===== src/sv/bsa_pkg.sv =====
`timescale 1ns / 1ps
`default_nettype none

package bsa_pkg;

    localparam int NUM_STACKS   = 16;
    localparam int CAPACITY_MAX = 16;

    localparam int DATA_W  = 32;
    localparam int IDX_W   = 4;
    localparam int CAP_W   = 5;
    localparam int STACK_W = (NUM_STACKS > 1) ? $clog2(NUM_STACKS) : 1;
    localparam int LEVEL_W = (CAPACITY_MAX > 1) ? $clog2(CAPACITY_MAX) : 1;
    localparam int FILL_W  = $clog2(CAPACITY_MAX + 1);
    localparam int DEPTH   = NUM_STACKS * CAPACITY_MAX;
    localparam int ADDR_W  = (DEPTH > 1) ? $clog2(DEPTH) : 1;

    localparam logic [CAP_W-1:0] CAP_RESET = 5'd16;

    typedef logic [1:0] func_t;
    localparam func_t FUNC_PUSH   = 2'd0;
    localparam func_t FUNC_POP    = 2'd1;
    localparam func_t FUNC_POP_AT = 2'd2;

    typedef logic [1:0] status_t;
    localparam status_t ST_OK    = 2'd0;
    localparam status_t ST_EMPTY = 2'd1;
    localparam status_t ST_FULL  = 2'd2;

    typedef struct packed {
        func_t                     func;
        logic signed [DATA_W-1:0]  push_value;
        logic        [IDX_W-1:0]   stack_index;
    } req_t;

    typedef struct packed {
        logic signed [DATA_W-1:0]  pop_value;
        status_t                   status;
        logic        [IDX_W-1:0]   used_stack;
    } rsp_t;

    typedef struct packed {
        logic               we;
        logic               re;
        logic [ADDR_W-1:0]  addr;
        logic [DATA_W-1:0]  wdata;
    } mem_req_t;

    typedef struct packed {
        status_t            status;
        logic [IDX_W-1:0]   used_stack;
        logic               pop_ok;
    } op_info_t;

endpackage

`default_nettype wire


===== src/sv/bsa_ctrl.sv =====
`timescale 1ns / 1ps
`default_nettype none

module bsa_ctrl
    import bsa_pkg::*;
(
    input  wire logic              clk,
    input  wire logic              rst_n,
    input  wire logic              accept,
    input  wire req_t              req,
    input  wire logic [CAP_W-1:0]  cap_cfg,
    output mem_req_t               mem_req,
    output op_info_t               info
);

    logic [FILL_W-1:0]  fill_reg  [NUM_STACKS];
    logic [FILL_W-1:0]  fill_next [NUM_STACKS];
    logic [FILL_W-1:0]  cap_eff;
    logic               push_found;
    logic [STACK_W-1:0] push_sel;
    logic               pop_found;
    logic [STACK_W-1:0] pop_sel;
    logic               at_ok;
    logic               is_push;
    logic               ok;
    logic [STACK_W-1:0] sel;
    logic [FILL_W-1:0]  fill_sel;
    logic [FILL_W-1:0]  fill_new;
    logic [LEVEL_W-1:0] level;

    // A capacity of zero behaves as one; anything above CAPACITY_MAX is clipped to CAPACITY_MAX.
    always_comb
    begin
        if (cap_cfg == '0)
        begin
            cap_eff = FILL_W'(1);
        end
        else if (32'(cap_cfg) > CAPACITY_MAX)
        begin
            cap_eff = FILL_W'(CAPACITY_MAX);
        end
        else
        begin
            cap_eff = FILL_W'(cap_cfg);
        end
    end

    // Leftmost stack with room, and rightmost stack holding anything.
    always_comb
    begin
        push_found = 1'b0;
        push_sel   = '0;
        pop_found  = 1'b0;
        pop_sel    = '0;
        for (int s = NUM_STACKS - 1; s >= 0; s--)
        begin
            if (fill_reg[s] < cap_eff)
            begin
                push_found = 1'b1;
                push_sel   = STACK_W'(s);
            end
        end
        for (int s = 0; s < NUM_STACKS; s++)
        begin
            if (fill_reg[s] != '0)
            begin
                pop_found = 1'b1;
                pop_sel   = STACK_W'(s);
            end
        end
    end

    assign at_ok = (32'(req.stack_index) < NUM_STACKS) &&
                   (fill_reg[STACK_W'(req.stack_index)] != '0);

    always_comb
    begin
        is_push = 1'b0;
        unique case (req.func)
            FUNC_PUSH:
            begin
                is_push = 1'b1;
                ok      = push_found;
                sel     = push_sel;
            end
            FUNC_POP_AT:
            begin
                ok  = at_ok;
                sel = STACK_W'(req.stack_index);
            end
            default:
            begin
                ok  = pop_found;
                sel = pop_sel;
            end
        endcase
    end

    assign fill_sel = fill_reg[sel];
    assign fill_new = is_push ? fill_sel + FILL_W'(1) : fill_sel - FILL_W'(1);
    assign level    = is_push ? LEVEL_W'(fill_sel) : LEVEL_W'(fill_new);

    always_comb
    begin
        mem_req.we    = accept && ok && is_push;
        mem_req.re    = accept && ok && !is_push;
        mem_req.addr  = ADDR_W'(sel) * ADDR_W'(CAPACITY_MAX) + ADDR_W'(level);
        mem_req.wdata = req.push_value;
    end

    always_comb
    begin
        info.pop_ok = ok && !is_push;
        if (ok)
        begin
            info.status     = ST_OK;
            info.used_stack = IDX_W'(sel);
        end
        else
        begin
            info.status     = is_push ? ST_FULL : ST_EMPTY;
            info.used_stack = '0;
        end
    end

    always_comb
    begin
        for (int s = 0; s < NUM_STACKS; s++)
        begin
            fill_next[s] = fill_reg[s];
        end
        if (accept && ok)
        begin
            fill_next[sel] = fill_new;
        end
    end

    always_ff @(posedge clk or negedge rst_n)
    begin
        if (!rst_n)
        begin
            for (int s = 0; s < NUM_STACKS; s++)
            begin
                fill_reg[s] <= '0;
            end
        end
        else
        begin
            for (int s = 0; s < NUM_STACKS; s++)
            begin
                fill_reg[s] <= fill_next[s];
            end
        end
    end

endmodule

`default_nettype wire

===== config.mk =====
export PLATFORM = sky130hd
export DESIGN_NAME = bsa_ctrl
export DESIGN_NICKNAME = d
export VERILOG_FILES = /design/src/sv/bsa_pkg.sv /design/src/sv/bsa_ctrl.sv
export SDC_FILE = /design/constraint.sdc
export NUM_CORES = 1
export LEC_CHECK = 0
export BUFFER_PORTS_ARGS = -buffer_cell sky130_fd_sc_hd__buf_2
export CORE_MARGIN = 3
export CORE_UTILIZATION = 45
export DETAILED_ROUTE_END_ITERATION = 8
export PLACE_DENSITY = 0.67
export SLEW_MARGIN = 25
export SYNTH_ARGS = -nofsm -noshare
export SYNTH_HDL_FRONTEND = slang
export SYNTH_SLANG_ARGS = --single-unit

===== constraint.sdc =====
create_clock -name clk -period 6.1 [get_ports clk]
set_clock_uncertainty 0.2 [all_clocks]
set_input_delay 0.61 -clock clk [delete_from_list [all_inputs] [get_ports clk]]
set_output_delay 0.61 -clock clk [all_outputs]
set_load 0.005 [all_outputs]

==> impl_metrics.py <==
metrics = {
    "run_status": {
        "status": "finished clean",
    },
    "global_routing": {
        "gr-total-overflow": 0,
        "grt_max_degree": 81,
        "grt_pass1_wl_um": 37500,
        "grt_pass1_vias": 6264,
        "antenna_found_initial": 0,
        "grtUsageTotal": 0.279,
    },
    "route": {
        "postRouteAntennaNets": 0,
        "routed_wl_um": 24400,
        "drc": 0,
        "dr_total_vias": 6400,
        "first_iter_violations": 575,
        "firstDrtPassIters": 5,
        "wire_per_inst_um": 24.6,
        "via_per_inst": 6.45,
    },
    "floorplan": {
        "die_w_um": 132,
        "io_pins": 95,
        "dieArea_um2": 17400,
        "start_util": 0.465,
        "die_height_um": 132,
        "core_area_um2": 15300,
        "rows": 45,
    },
    "final_layout": {
        "insertedDiodeCount": 0,
        "mostFrequentLayoutCell": "dfrtp_1",
        "drive_gt1_frac": 0.207,
        "largest_reg_flops": 80,
        "final_cell_count_no_fill": 993,
        "area_delta_synth_final_pct": 9.84,
        "n_fill_cell": 1460,
        "final_cell_mix": "80 x dfrtp_1, 73 x nand2_1, 69 x ha_1, 48 x nor2_1, 40 x mux2i_1",
        "final_nets": 893,
    },
    "timing": {
        "relSlewSlack": 0.507,
        "fin_crit_sh": 0.992,
        "tightest_slew_ps": 739,
        "hold_violations": 0,
        "rsz0062_at_grt": "yes",
        "holdWs_ps": 113,
        "fmax_mhz": 165,
        "slew_violations": 0,
        "setup_viol": 0,
        "fin_crit_ps": 6050,
    },
    "logic_synthesis": {
        "synthMuxAreaShare": 0.150,
        "synth_seq_area_share": 0.281,
        "yosysWarnings": 0,
        "netlist_area_um2": 7120,
        "synth_seq_cells": 80,
        "synth_fp_nets": 895,
        "synth.avg_cell_area_um2": 9.14,
        "synth_top_family_by_area": "compound AO/OA/AOI/OAI gates",
        "synth_compound_area_frac": 0.197,
        "synth-edff-count": 0,
        "synthAdderAreaFrac": 0.124,
        "synthCells": 779,
        "synth_ff_type": "dfrtp_1",
        "ys_types": 70,
        "synth_simple_gate_area_frac": 0.175,
        "async_reset_ff_frac": 1.00,
        "synth_xor_xnor_area_share": 0.00369,
    },
    "critical_path": {
        "cp.required_ps": 5290,
        "reg2reg_depth": 18,
        "worstPathMaxFanout": 18,
        "r2r-start": "fill_reg[36]$_DFFE_PN0P_",
        "r2r_end": "fill_reg[19]$_DFFE_PN0P_",
        "reg2reg_setup_slack_ps": 770,
        "end_kind": "output pin",
        "arrival_ps": 5240,
        "worstSetupPathType": "input port to output pin",
        "cp-start-kind": "input port",
    },
    "cts": {
        "clock-root-buffer": "clkbuf_16",
        "clock_path_buffers": 2,
        "path_clk_slew_ps": 60,
        "clk_latency_ps": 340,
        "ctsHoldBuffers": 0,
        "cts.sinks": 80,
        "numCtsBuffers": 9,
        "cts_tree": "done",
        "cts-htree-levels": 3,
    },
    "run": {
        "max_cap_violations": 0,
    },
    "power_and_ir_drop": {
        "vdd_drop_max_mv": 0.542,
        "leakagePower_nw": 3.46,
        "powerDensity_nw_per_um2": 519,
    },
    "placed_design": {
        "placed_cells": 975,
        "hpwl_um": 18700,
        "numPortBuffers": 30,
        "gp_congestion": 0.989,
    },
    "worst_hold_path": {
        "min_path_type": "input port to asynchronous set/reset pin",
    },
}
[worst max-delay path: stages]
cell        delay (ps)
buf_2              150
clkinvlp_4         230
nand2_4            200
buf_4              180
ha_1               230
o21ai_0             90
a21oi_1            100
a221o_1            410
o311ai_1           410
o211a_1            230
buf_4              270
mux2i_1            310
a211oi_1           120
a311oi_1           320
a31oi_1            160
ha_1               320
nand2_1             50
a211o_1            280
o21a_1             200
o221a_1            230
buf_2              120
[timing repair]
| action | 4_1_cts | 5_1_grt |
|---|---|---|
| pin swaps | 0 | 2 |
| buffers inserted | 0 | 1 |
| setup endpoints to repair | 1 | 17 |
| resized for setup | 3 | 9 |
| cloned | 0 | 1 |
[per-stage QoR]
stage | setup TNS, ps | power (mW) | setup WS (ps) | util | instance area [um2]
final | 0 | 4.06 | 47.3 | 0.511 | 7820
after global routing | -61.4 | 4.33 | -61.4 | 0.511 | 7820
after CTS | 0 | 3.97 | 86.9 | 0.505 | 7730
after detailed placement | -4440 | 3.37 | -284 | 0.483 | 7400
after global placement | -2600 | 3.31 | -164 | 0.483 | 7400
after floorplan | 0 | 2.52 | 51.8 | - | 7130
[routing by layer]
layer  track usage  vias up  part of all wire
met5             0        -                 0
met4        0.0776        0             0.020
met3        0.0447       35             0.070
met2         0.436      258              0.46
met1         0.401     3203              0.46
li1              -     2904                 -
[logic make-up after synthesis]
logic type / Yosys count
buffers and inverters: 93
XOR/XNOR: 3
AND/OR/NAND/NOR: 251
adder cells (fa/ha/maj): 70
flip-flops: 80
multiplexers: 94
AO/OA/AOI/OAI: 188
[Yosys cell counts (all sizes together), types with 9 or more instances]
cell type  instances  area, um2
or4               15        113
or2               20        125
nor4               9       62.6
nand2             76        285
nor3              26        130
dfrtp             80       2000
a211oi            11       92.6
mux2              49        552
inv               15       56.3
o21ai             24        124
or3               18        113
a21o              10       75.1
mux2i             40        400
o211ai            43        373
buf               45        313
clkbuf            32        120
o31ai             18        135
a21oi             29        145
nand3             11       55.1
ha                69        863
nor2              49        186
[layout make-up]
cell class                      instances  area (um2)  share of cell area
Clock buffer                           11         243              0.0310
Tap cell                              211         264              0.0338
Clock inverter                          5        80.1              0.0102
Timing Repair Buffer                   64         454              0.0581
Inverter                               16        63.8             0.00816
Multi-Input combinational cell        606        4710               0.603
Sequential cell                        80        2000               0.256
[power breakdown]
| group | switching [mW] | internal, mW | leakage [nW] |
|---|---|---|---|
| sequential | 0.501 | 0.776 | 0.998 |
| clock | 0.215 | 0.369 | 0.152 |
| combinational | 1.28 | 0.915 | 2.31 |
| total | 2.00 | 2.06 | 3.46 |
[worst max-delay path by stage]
stage	startpoint	to	depth (start not counted)
final	cap_cfg[4]	mem_req[35]	21
after global routing	cap_cfg[4]	mem_req[35]	22
after CTS	cap_cfg[4]	mem_req[35]	21
after detailed placement	cap_cfg[4]	fill_reg[74]$_DFFE_PN0P_	21
after global placement	cap_cfg[4]	fill_reg[69]$_DFFE_PN0P_	21
after floorplan	cap_cfg[4]	mem_req[35]	23
No activity file was read; power rests on OpenSTA's default activity.
